[config.mk]
export PLATFORM = sky130hd
export DESIGN_NAME = tiered_lift_setpoint_manager_unit
export DESIGN_NICKNAME = d
export VERILOG_FILES = /design/src/rtl/tlsm_pkg.sv /design/src/rtl/tiered_lift_setpoint_manager_unit.sv
export SDC_FILE = /design/constraint.sdc
export NUM_CORES = 1
export LEC_CHECK = 0
export ABC_AREA = 1
export BUFFER_PORTS_ARGS = -buffer_cell sky130_fd_sc_hd__buf_2
export CORE_ASPECT_RATIO = 1.75
export CORE_MARGIN = 2
export CORE_UTILIZATION = 39
export DETAILED_ROUTE_END_ITERATION = 6
export PLACE_DENSITY_LB_ADDON = 0.2
export SLEW_MARGIN = 20
export SYNTH_ARGS = -nofsm -noshare
export SYNTH_HDL_FRONTEND = slang
export SYNTH_SLANG_ARGS = --single-unit
[constraint.sdc]
create_clock -name clk_i -period 7.8 [get_ports clk_i]
set_input_delay 0 -clock clk_i [delete_from_list [all_inputs] [get_ports clk_i]]
set_output_delay 0 -clock clk_i [all_outputs]
set_load 0.005 [all_outputs]
[src/rtl/tlsm_pkg.sv]
// shared constants, types and tier lookup functions for the tiered lift setpoint manager
`timescale 1ns / 1ps
`default_nettype none

package tlsm_pkg;

  localparam int unsigned TierCount = 6;
  localparam int unsigned HeightW   = 16;
  localparam int unsigned TierW     = 3;
  localparam int unsigned KindW     = 3;
  localparam int unsigned SpeedW    = 9;
  localparam int unsigned ReqW      = 4;
  localparam int unsigned RegCount  = 7;
  localparam int unsigned AddrW     = 5;
  localparam int unsigned InDataW   = 32;
  localparam int unsigned OutDataW  = 24;

  typedef logic [HeightW-1:0] height_t;
  typedef logic [TierW-1:0]   tier_t;
  typedef logic [TierCount-1:0][HeightW-1:0] tiers_t;

  // command kinds
  localparam logic [KindW-1:0] KindRaise    = 3'd0;
  localparam logic [KindW-1:0] KindLower    = 3'd1;
  localparam logic [KindW-1:0] KindStop     = 3'd2;
  localparam logic [KindW-1:0] KindTierUp   = 3'd3;
  localparam logic [KindW-1:0] KindTierDown = 3'd4;
  localparam logic [KindW-1:0] KindSetTier  = 3'd5;

  // register indexes
  localparam logic [2:0] RegTier0   = 3'd0;
  localparam logic [2:0] RegTier5   = 3'd5;
  localparam logic [2:0] RegMaxStep = 3'd6;

  localparam tier_t   TopTier   = 3'd5;
  localparam logic [SpeedW-1:0] FullSpeed = 9'd256;

  localparam tiers_t TierReset = {16'd12800, 16'd10240, 16'd7680,
                                  16'd5120, 16'd2560, 16'd768};
  localparam height_t MaxStepReset = 16'd256;

  // tier holding h, strict < bounds on tiers one to five
  function automatic tier_t tier_strict(input height_t h, input tiers_t th);
    tier_t r;
    r = TopTier;
    for (int i = TierCount - 1; i >= 1; i--) begin
      if (h < th[i]) r = tier_t'(i - 1);
    end
    return r;
  endfunction

  // same search with <= bounds
  function automatic tier_t tier_le(input height_t h, input tiers_t th);
    tier_t r;
    r = TopTier;
    for (int i = TierCount - 1; i >= 1; i--) begin
      if (h <= th[i]) r = tier_t'(i - 1);
    end
    return r;
  endfunction

endpackage

`default_nettype wire

[src/rtl/tiered_lift_setpoint_manager_unit.sv]
// top level of the tiered lift setpoint manager: command stream in, setpoint stream out
`timescale 1ns / 1ps
`default_nettype none

// Keeps a lift target height and target tier against six tier heights set over the
// APB port (index 0..5 at byte addresses 0x00..0x14, max_step at 0x18). Each command
// request on the slave stream gives exactly one result on the master stream. A request
// is taken every cycle while the input register is empty or can pass its command on;
// the input register holds the command with its step (speed times max_step, divided by
// 256) already multiplied, and the result register takes the new target state once the
// master stream is not stalled. Write configuration only while no request is in flight.
module tiered_lift_setpoint_manager_unit (
  input  wire                             clk_i,
  input  wire                             rst_ni,
  // apb configuration
  input  wire                             psel,
  input  wire                             penable,
  input  wire                             pwrite,
  input  wire  [tlsm_pkg::AddrW-1:0]      paddr,
  input  wire  [31:0]                     pwdata,
  output logic [31:0]                     prdata,
  output logic                            pready,
  // command stream
  input  wire                             s_axis_tvalid,
  output logic                            s_axis_tready,
  // speed[8:0], requested_tier[12:9], measured_position[28:13], zero pad[31:29]
  input  wire  [tlsm_pkg::InDataW-1:0]    s_axis_tdata,
  // kind[2:0]
  input  wire  [tlsm_pkg::KindW-1:0]      s_axis_tuser,
  // result stream
  output logic                            m_axis_tvalid,
  input  wire                             m_axis_tready,
  // setpoint[15:0], target_tier[18:16], measured_tier[21:19], at_top[22], zero pad[23]
  output logic [tlsm_pkg::OutDataW-1:0]   m_axis_tdata
);
  import tlsm_pkg::*;

  // configuration registers
  tiers_t  tiers_q;
  height_t max_step_q;
  logic [2:0] reg_idx;
  logic    cfg_wr;

  assign pready  = 1'b1;
  assign reg_idx = paddr[4:2];
  assign cfg_wr  = psel && penable && pwrite && pready;

  always_ff @(posedge clk_i or negedge rst_ni) begin
    if (!rst_ni) begin
      tiers_q    <= TierReset;
      max_step_q <= MaxStepReset;
    end else if (cfg_wr) begin
      if (reg_idx <= RegTier5) tiers_q[reg_idx] <= pwdata[HeightW-1:0];
      else if (reg_idx == RegMaxStep) max_step_q <= pwdata[HeightW-1:0];
    end
  end

  always_comb begin
    prdata = '0;
    if (reg_idx <= RegTier5) prdata = {16'd0, tiers_q[reg_idx]};
    else if (reg_idx == RegMaxStep) prdata = {16'd0, max_step_q};
  end

  // input stage
  logic [SpeedW-1:0]   in_speed;
  logic [ReqW-1:0]     in_req;
  height_t             in_meas;
  logic [SpeedW-1:0]   speed_sat;
  logic [24:0]         step_prod;

  assign in_speed  = s_axis_tdata[8:0];
  assign in_req    = s_axis_tdata[12:9];
  assign in_meas   = s_axis_tdata[28:13];
  assign speed_sat = (in_speed > FullSpeed) ? FullSpeed : in_speed;
  assign step_prod = {16'd0, speed_sat} * {9'd0, max_step_q};

  logic              a_valid_q;
  logic [KindW-1:0]  a_kind_q;
  height_t           a_step_q;
  logic [ReqW-1:0]   a_req_q;
  height_t           a_meas_q;
  logic              out_adv;
  logic              a_load;

  assign out_adv       = a_valid_q && (!m_axis_tvalid || m_axis_tready);
  assign s_axis_tready = !a_valid_q || out_adv;
  assign a_load        = s_axis_tvalid && s_axis_tready;

  always_ff @(posedge clk_i or negedge rst_ni) begin
    if (!rst_ni) begin
      a_valid_q <= 1'b0;
    end else if (s_axis_tready) begin
      a_valid_q <= s_axis_tvalid;
    end
  end

  always_ff @(posedge clk_i) begin
    if (a_load) begin
      a_kind_q <= s_axis_tuser;
      a_step_q <= step_prod[23:8];
      a_req_q  <= in_req;
      a_meas_q <= in_meas;
    end
  end

  // target update
  height_t      target_h_q, target_h_d;
  tier_t        target_i_q, target_i_d;
  logic [16:0]  raise_sum;
  logic [17:0]  lower_diff;
  height_t      raise_h, lower_h;
  tier_t        jump_tier;
  logic         do_jump;

  assign raise_sum  = {1'b0, target_h_q} + {1'b0, a_step_q};
  assign lower_diff = {2'b00, target_h_q} - {2'b00, a_step_q};
  assign raise_h    = (raise_sum > {1'b0, tiers_q[TopTier]}) ? tiers_q[TopTier]
                                                             : raise_sum[HeightW-1:0];
  // negative differences fall below any tier height
  assign lower_h    = ($signed(lower_diff) < $signed({2'b00, tiers_q[RegTier0]}))
                      ? tiers_q[RegTier0] : lower_diff[HeightW-1:0];

  always_comb begin
    target_h_d = target_h_q;
    target_i_d = target_i_q;
    jump_tier  = target_i_q;
    do_jump    = 1'b0;
    case (a_kind_q)
      KindRaise: begin
        target_h_d = raise_h;
        target_i_d = tier_strict(raise_h, tiers_q);
      end
      KindLower: begin
        target_h_d = lower_h;
        target_i_d = tier_strict(lower_h, tiers_q);
      end
      KindStop: begin
        target_h_d = a_meas_q;
      end
      KindTierUp: begin
        do_jump   = 1'b1;
        jump_tier = (target_i_q >= TopTier) ? TopTier : target_i_q + tier_t'(1);
      end
      KindTierDown: begin
        do_jump   = 1'b1;
        jump_tier = tier_le(target_h_q, tiers_q);
      end
      KindSetTier: begin
        do_jump = 1'b1;
        if (a_req_q[ReqW-1]) jump_tier = '0;
        else if (a_req_q[2:0] > TopTier) jump_tier = TopTier;
        else jump_tier = a_req_q[2:0];
      end
      default: begin
      end
    endcase
    if (do_jump) begin
      target_i_d = jump_tier;
      target_h_d = tiers_q[jump_tier];
    end
  end

  // measured position reports
  tier_t        meas_tier_q;
  logic         at_top_q;
  logic [21:0]  meas_x50, top_x49;

  assign meas_x50 = {6'd0, a_meas_q} * 22'd50;
  assign top_x49  = {6'd0, tiers_q[TopTier]} * 22'd49;

  always_ff @(posedge clk_i or negedge rst_ni) begin
    if (!rst_ni) begin
      target_h_q    <= '0;
      target_i_q    <= '0;
      m_axis_tvalid <= 1'b0;
    end else begin
      if (out_adv) begin
        target_h_q <= target_h_d;
        target_i_q <= target_i_d;
      end
      if (!m_axis_tvalid || m_axis_tready) m_axis_tvalid <= a_valid_q;
    end
  end

  always_ff @(posedge clk_i) begin
    if (out_adv) begin
      meas_tier_q <= tier_strict(a_meas_q, tiers_q);
      at_top_q    <= meas_x50 > top_x49;
    end
  end

  // the state registers double as the result payload
  assign m_axis_tdata = {1'b0, at_top_q, meas_tier_q, target_i_q, target_h_q};

endmodule

`default_nettype wire

======== Word level (Yosys, flattened, before mapping) ========
Index checks and enable logic that the tools add are counted.
word-level totals
  word-level logic and storage cells ...... 121
  flip-flop bits (word level) ............. 176
  output and inout port bits .............. 59
  bits of input ports ..................... 79
operators by class
  equal/unequal tests ..................... 6
  reduce and logical (&&, ||, !) cells .... 19
  multiply operators ...................... 3
  bitwise logic cells ..................... 1
  add/sub/neg operators ................... 3
  magnitude comparators ................... 30
  multiplexer cells ....................... 40
operators with widths
  operator                 count
  $lt A16 B16 Y1           15
  $mux W16                 8
  $bmux W16 S3             2
  $bwmux W96               1
  $le A16 B16 Y1           5
  $demux W16 S3            1
  $mux W3                  16
  $pmux W16 S3             1
  $mul A9 B16 Y24          1
  $gt A22 B22 Y1           1
  $mul A16 B6 Y22 const B  1
  $mul A16 B5 Y21 const B  1
  $add A16 B16 Y17         1
  $gt A17 B16 Y1           1
  $lt A17 B17 Y1           1
  $sub A16 B16 Y17         1
  $eq A3 B3 Y1 const B     3
  $gt A9 B9 Y1 const B     1
  $mux W9                  1
  $pmux W3 S3              1
  $lt A3 B4 Y1 const B     2
  $eq A3 B2 Y1 const B     2
  $mux W1                  6
  $pmux W3 S2              1
  19 further kinds         28

======== Logic depth before layout (Yosys ltp) ========
Gate-level depths: netlist of the first run.
  word-level depth ........................ 11
  gate-level depth with buffers ........... 48
  depth with buffers taken out ............ 47

======== Least setup slack after synthesis of the first run ========
OpenSTA, ideal clock, no wires.
  path kind ............................... register -> register
  from .................................... reg target_h_q[2]
  to ...................................... reg target_i_q[1]
  library setup time ...................... 0.116 ns
  period minus slack after synthesis ...... 5.301 ns
  arrival ................................. 5.185 ns
  path buffers ............................ 1
  data required time ...................... 7.684 ns
  path slack .............................. 2.499 ns
  cell stages (with the launch flop) ...... 39
  cell sequence ........................... dfrtp_1 -> ha_1 -> inv_2 -> a21oi_1 -> nand2_1 -> a21oi_1 -> o21ai_2 -> a21oi_1 -> o21bai_1 -> a21oi_1 -> o21bai_1 -> nand3_1 -> nand2_1 -> xor2_1 -> inv_1 -> ha_1 -> nand2_1 -> o21a_1 -> [3 not listed] -> nand2_1 -> nand2_1 -> nand2_1 -> nand2_4 -> inv_1 -> buf_2 -> o21ai_0 -> ha_1 -> a21oi_1 -> nor2_1 -> a2111oi_0 -> nand2_1 -> nand2_1 -> nor2_1 -> nand2_1 -> nand3_1 -> nand2_1 -> nand2_1
between the ends
  word-level cells in the longest chain between the ends .. 10
  elaborated cells between the ends (all ways) .. 33
  those cells by class .................... 2 x add/sub; 14 x order compare; 17 x mux
ends and longest elaborated chain
  what                                                  RTL line                                                                            source
  from (decl)                                           tiered_lift_setpoint_manager_unit.sv:107                                            height_t target_h_q, target_h_d;
  from (signal assigned)                                tiered_lift_setpoint_manager_unit.sv:178                                            target_h_q <= target_h_d;
  $sub A16 B16 Y17 or $add A16 B16 Y17 (tied branches)  tiered_lift_setpoint_manager_unit.sv:116, tiered_lift_setpoint_manager_unit.sv:115
  $lt A17 B17 Y1 or $gt A17 B16 Y1 (tied branches)      tiered_lift_setpoint_manager_unit.sv:120, tiered_lift_setpoint_manager_unit.sv:117
  $mux W16, on equally long branches                    tiered_lift_setpoint_manager_unit.sv:121, tiered_lift_setpoint_manager_unit.sv:117
  $lt A16 B16 Y1                                        tlsm_pkg.sv:47                                                                      if (h < th[i]) r = tier_t'(i - 1);
  $mux W3 (4 in a row)                                  tlsm_pkg.sv:47
  $pmux W3 S2                                           tiered_lift_setpoint_manager_unit.sv:128                                            case (a_kind_q)
  $mux W3 (*)                                           tiered_lift_setpoint_manager_unit.sv:157                                            if (do_jump) begin
  to (signal assigned)                                  tiered_lift_setpoint_manager_unit.sv:179                                            target_i_q <= target_i_d;
  to (decl)                                             tiered_lift_setpoint_manager_unit.sv:108                                            tier_t target_i_q, target_i_d;
Mark *: on every way between the ends. The rest lies on a longest branch, timed or not.
A chain may end at the register's enable or synchronous reset.

======== Worst setup path in the final report of the first run ========
  from .................................... reg target_h_q[1]
  to ...................................... reg target_i_q[0]
between the ends
  word-level cells in the longest chain between the ends .. 11
  elaborated cells between the ends (all ways) .. 39
  those cells by class .................... 2 x add/sub; 17 x order compare; 20 x mux
ends and longest elaborated chain
  what                                                  RTL line
  $sub A16 B16 Y17 or $add A16 B16 Y17 (tied branches)  tiered_lift_setpoint_manager_unit.sv:116, tiered_lift_setpoint_manager_unit.sv:115
  $lt A17 B17 Y1 or $gt A17 B16 Y1 (tied branches)      tiered_lift_setpoint_manager_unit.sv:120, tiered_lift_setpoint_manager_unit.sv:117
  $mux W16, on equally long branches                    tiered_lift_setpoint_manager_unit.sv:121, tiered_lift_setpoint_manager_unit.sv:117
  $lt A16 B16 Y1                                        tlsm_pkg.sv:47
  $mux W1                                               tlsm_pkg.sv:47
  $mux W3 (4 in a row)                                  tlsm_pkg.sv:47
  $pmux W3 S2                                           tiered_lift_setpoint_manager_unit.sv:128
  $mux W3 (*)                                           tiered_lift_setpoint_manager_unit.sv:157
Marks and branches as above.

==> metrics.cfg, run 1 <==
[status]
status = finished, final reports clean

[placement]
dp_hpwl_um = 78100
dp_slack_ns = 0.845
io_buffers = 98
place_congestion = 0.970
dp.cells = 4145
dpl-instance-area_um2 = 26800

[floorplan]
coreArea_um2 = 64300
die_area_um2 = 67100
die_w_um = 197
ios = 138
start_util_pct = 39.4
fp.dieH_um = 341
num_rows = 123

[global_route]
grt_antenna_before_repair = 0
grt_pass1_vias = 23600
overflow = 0
grt_pass1_wl_um = 145000
grt_util_all_layers_pct = 29.6
grt_max_degree = 78

[clock_tree]
holdBufCountCts = 44
cts_sinks = 176
cts-root-buf = clkbuf_16
cts_buffers = 17
cts.clk_slew.worst_paths_ns = 0.08
cts_tree = yes
cts_setup_buffers = 0
clk_latency_ns = 0.52
cts_resized = 0
htreeDepth = 4
cts_buffer_depth = 2

[synth]
synth_common_cells = 741 x nand2_1, 535 x ha_1, 516 x inv_1, 255 x a21oi_1, 187 x o21ai_0
synth_top_cell_area_share_pct = 26.4
synth_edf_count = 43
synthFlopType = dfrtp_1
ys.warnings.count = 0
yosys.area.top_type = ha_1
async_flop_share_pct = 75.6
synth_most_common_cell = nand2_1
syn_inst = 3268
synth.distinct_cells = 71
ys_seq_area_share_pct = 18.3
yosys-top-cells-area = ha_1 26%, dfrtp_1 12%, nand2_1 11%
syn_area_um2 = 25300
avgSynthCellArea_um2 = 7.75
ys_seq_elements = 176

[timing]
layout_min_cycle_time_ns = 7.00
fin_crit_sh_pct = 89.7
fmax_mhz = 143
setup_viol = 0
fin_skew_ns = 0.0257
hold_violations = 0
whs_ns = 0.127
drv_slew = 0
layout_setup_ws_ns = 0.803
setup-tns-final_ns = 0
slew_headroom_pct = 31.1
rsz0062_at_grt = no
worstMarginPinSlew_ns = 1.02

[critical_path]
max_stage_delay_ns = 0.92
crit_arrival_ns = 7.43
critPathTopFamily = compound AO/OA/AOI/OAI gates
cp-end-kind = register
worst-path-buf-inv = 3
worstPathMaxFanout = 24
slowest_stage = o21ai_0
crit_type = reg2reg
crit_path_frequent_cell = nand2_1
critPathLaunchType = register
worstPathRequired_ns = 8.23

[drt]
dr.pass1.iters = 5
num_vias = 23600
drt_wl_total_um = 98300
ant_nets = 0
drc = 0
vias_per_cell = 5.58
drtIter0Drc = 1429
wl_per_cell_um = 23.3

[power]
cellPowerDensity_nw_per_um2 = 442
total_power_mw = 12.3
ir_worst_vdd_uv = 225
p_leak_nw = 14.6

[final_layout]
antenna_cells = 0
area_delta_synth_final_pct = 10.0
final_nets = 4131
layout-drive-gt1-share_pct = 7.77
post-route-util_pct = 43.3
fin_area_um2 = 27900
final_cells = 4221

[hold_path]
min_path_type = in2async

[flow_run]
maxCapViolations = 0

[power by group]
part | switching (mW) | internal, mW | leakage, nW
Sequential | 0.328 | 1.21 | 2.00
Combinational | 6.31 | 3.53 | 12.3
Clock | 0.477 | 0.471 | 0.293
[state kept, by name, summed over array words and instances, names as in the netlist]
signal / cells
a_kind_q: 3
a_meas_q: 16
a_req_q: 4
a_step_q: 16
a_valid_q: 1
at_top_q: 1
m_axis_tvalid: 1
max_step_q: 16
meas_tier_q: 3
target_h_q: 16
target_i_q: 3
tiers_q: 96
[final timing paths]
kind / startpoint / end / slack, ns / depth (start not counted)
hold / removal: rst_ni / tiers_q[17] / 0.13 / 2
hold reg to reg: tiers_q[70] / tiers_q[70] / 0.52 / 2
setup / recovery: target_h_q[1] / target_i_q[0] / 0.80 / 39
setup reg to reg: target_h_q[1] / target_i_q[0] / 0.80 / 39
max in group asynchronous: rst_ni / tiers_q[61] / 6.26 / 3
min in group clk_i: s_axis_tdata[24] / a_meas_q[11] / 0.20 / 2
[layout by cell type (no fill, tap or decap), types with 7 or more instances in the layout]
cell             n
nand4_1         37
o211ai_1        26
edfxtp_1        43
nand2_1        740
dfrtp_1        117
conb_1          18
o22ai_1         33
buf_2           97
nor3_1          28
nor2_1         121
a21oi_2          7
o221ai_1        14
ha_1           535
nand3_1         68
clkbuf_16       18
fa_1           121
a21o_1          12
o2111ai_1       19
xnor2_1         15
buf_4           48
inv_1          515
dlygate4sd3_1   44
dfstp_2         16
o21bai_1        17
xor2_1          62
a21oi_1        254
inv_2           15
o21ai_1         21
o21ai_0        187
o21a_1           9
a211oi_1        21
a31oi_1         11
[layout make-up]
cell class / count / area, µm²
Fill cell: 6681 / 36500
Inverter: 534 / 2000
Sequential cell: 176 / 4640
Clock buffer: 19 / 454
Tap cell: 812 / 1020
Timing Repair Buffer: 190 / 1300
Clock inverter: 13 / 135
Multi-Input combinational cell: 2477 / 18300
[worst register-to-register path: cells and delay by family (launching register included)]
| kind | cells | cell delay, ns |
|---|---|---|
| and+or+nand+nor | 23 | 1.78 |
| adders and majority gates | 3 | 1.05 |
| xor gates and xnor gates | 1 | 0.29 |
| AOI/OAI and AO/OA | 9 | 2.64 |
| buffers and inverters | 3 | 0.48 |
| DFF | 1 | 0.70 |
[routing by layer]
layer / global-route usage (%) / up-vias / part of all wire [%]
li1: - / 11200 / -
met1: 31.0 / 11300 / 36
met2: 53.9 / 792 / 51
met3: 3.50 / 280 / 4.6
met4: 22.4 / 0 / 8.7
met5: 0 / - / 0
[kinds of logic (layout without fill, tap and decap cells)]
family          after synthesis  after routing  share of synthesized area (%)
flops                       176            176                           18.3
fa+ha+maj                   656            656                           36.0
xor+xnor                     77             77                           2.66
other cells                   2             18                         0.0296
simple gates               1041           1041                           17.0
compound gates              685            685                           16.3
buf+inv                     631            756                           9.78
No activity file was read; power rests on OpenSTA's default activity.
==> inputs of run 2 (changes only) <==
- PLACE_DENSITY_LB_ADDON: 0.2 -> unset
==> run 2 against run 1 <==
The run now ends with design-rule violations left. Sequential power about the same. Register-to-register slack improved by 0.17 ns. Fmax increased by 2.5%. Highest routed layer unchanged.
==> metrics.cfg, run 2 (synthesis gave the netlist of run 1 again) <==
[status]
status = complete, but fails checks
violations = design-rule violations

[timing]
setup_viol = 0
slew_headroom_pct = 21.8
fmax_mhz = 147
hold_violations = 0
fin_skew_ns = 0.0179
setup-tns-final_ns = 0
layout_min_cycle_time_ns = 6.82
drv_slew = 0
whs_ns = 0.143
rsz0062_at_grt = no
fin_crit_sh_pct = 87.5
worstMarginPinSlew_ns = 1.16

[floorplan]
start_util_pct = 39.4
ios = 138
die_area_um2 = 67100
fp.dieH_um = 341
die_w_um = 197
num_rows = 123
coreArea_um2 = 64300

[power]
cellPowerDensity_nw_per_um2 = 442
ir_worst_vdd_uv = 279
p_leak_nw = 14.6

[global_route]
grt_util_all_layers_pct = 29.2
grtUsageMet2_pct = 51.1
grt_pass1_wl_um = 143000
gr-usage-met1_pct = 30.0
grt_util_met3_pct = 4.46
grt_pass1_vias = 23700
grt_max_degree = 81
grt_antenna_before_repair = 1
overflow = 0
grt-busiest-layer = met2

[drt]
wl_per_cell_um = 22.9
num_vias = 23700
drc = 4
ant_nets = 0
vias_per_cell = 5.61
dr.pass1.iters = 7
drtIter0Drc = 1597
drt_wl_total_um = 96800

[critical_path]
worstPathRequired_ns = 8.24
crit_type = reg2reg
crit_path_frequent_cell = nand2_1
critPathLaunchType = register
worstPathMaxFanout = 24
ff2ff_path_depth = 40
slowest_stage = dfrtp_1
cp-end-kind = register
crit_arrival_ns = 7.26
max_stage_delay_ns = 0.64

[clock_tree]
cts_sinks = 176
cts_buffer_depth = 2
clk_latency_ns = 0.50
cts_buffers = 17
cts_resized = 0
cts-root-buf = clkbuf_16
cts_tree = yes
cts.clk_slew.worst_paths_ns = 0.08
htreeDepth = 4

[final_layout]
layout-drive-gt1-share_pct = 7.83
largest_reg_flops = 96
final_cells = 4223
final_cell_mix = 741 x nand2_1, 535 x ha_1, 515 x inv_1
final_common_cell = nand2_1
post-route-util_pct = 43.3
final_nets = 4132
area_delta_synth_final_pct = 10.0
regMostFlops = tiers_q

[placement]
dp_hpwl_um = 76800
place_congestion = 1.02
io_buffers = 98
dp.cells = 4144

[hold_path]
min_path_type = in2async

[flow_run]
maxCapViolations = 0

==> run 2: worst paths after layout <==
kind	startpoint	to	slack, ns
worst min-delay path	rst_ni	target_h_q[0]	0.14
worst max-delay path	target_h_q[2]	target_i_q[0]	0.98
max in group asynchronous	rst_ni	tiers_q[28]	6.30
worst max register to register	target_h_q[2]	target_i_q[0]	0.98
worst min register to register	tiers_q[36]	tiers_q[36]	0.52
min in group clk_i	s_axis_tdata[21]	a_meas_q[8]	0.21
==> run 2: area by class of cell <==
| type | count | area [µm²] |
|---|---|---|
| fillers | 6701 | 36500 |
| well taps | 812 | 1020 |
| flip-flops and latches | 176 | 4640 |
| clock buffers | 21 | 483 |
| diodes | 1 | 2.50 |
| multi-input cells | 2477 | 18300 |
| repair buffers | 191 | 1310 |
| inverters | 534 | 2000 |
| clock inverters | 11 | 91.3 |
==> run 2: stage by stage <==
stage               power (mW)  instance area [µm²]  setup slack [ns]
floorplan                 8.18                25400              2.50
global placement          11.0                26800              1.21
detailed placement        11.2                26800              1.09
CTS                       12.2                27800              1.07
global route              13.6                27900             0.492
finish                    12.3                27900             0.976
==> run 2: timing repair <==
action | CTS | global route
setup buffers | 0 | 0
hold buffers | 44 | 0
hold endpoints to repair | 212 | 0
==> run 2: metal layers <==
layer	vias up	part of all wire [%]	wire, µm
li1	11200	-	-
met1	11300	35	34000
met2	887	49	47100
met3	366	5.3	5130
met4	0	11	10600
met5	-	0	0
==> run 2: worst max-delay path, delay by kind of cell, from the launching register on <==
family | cells | cell delay [ns]
AOI/OAI and AO/OA | 11 | 2.23
and+or+nand+nor | 21 | 1.67
adders and majority gates | 3 | 1.10
buffers and inverters | 4 | 0.81
DFF | 1 | 0.64
xor gates and xnor gates | 1 | 0.29
==> run 2: power by group <==
part	internal (mW)	total, mW	switching, mW
logic	3.57	9.85	6.28
clock network	0.454	0.915	0.461
registers	1.21	1.55	0.336
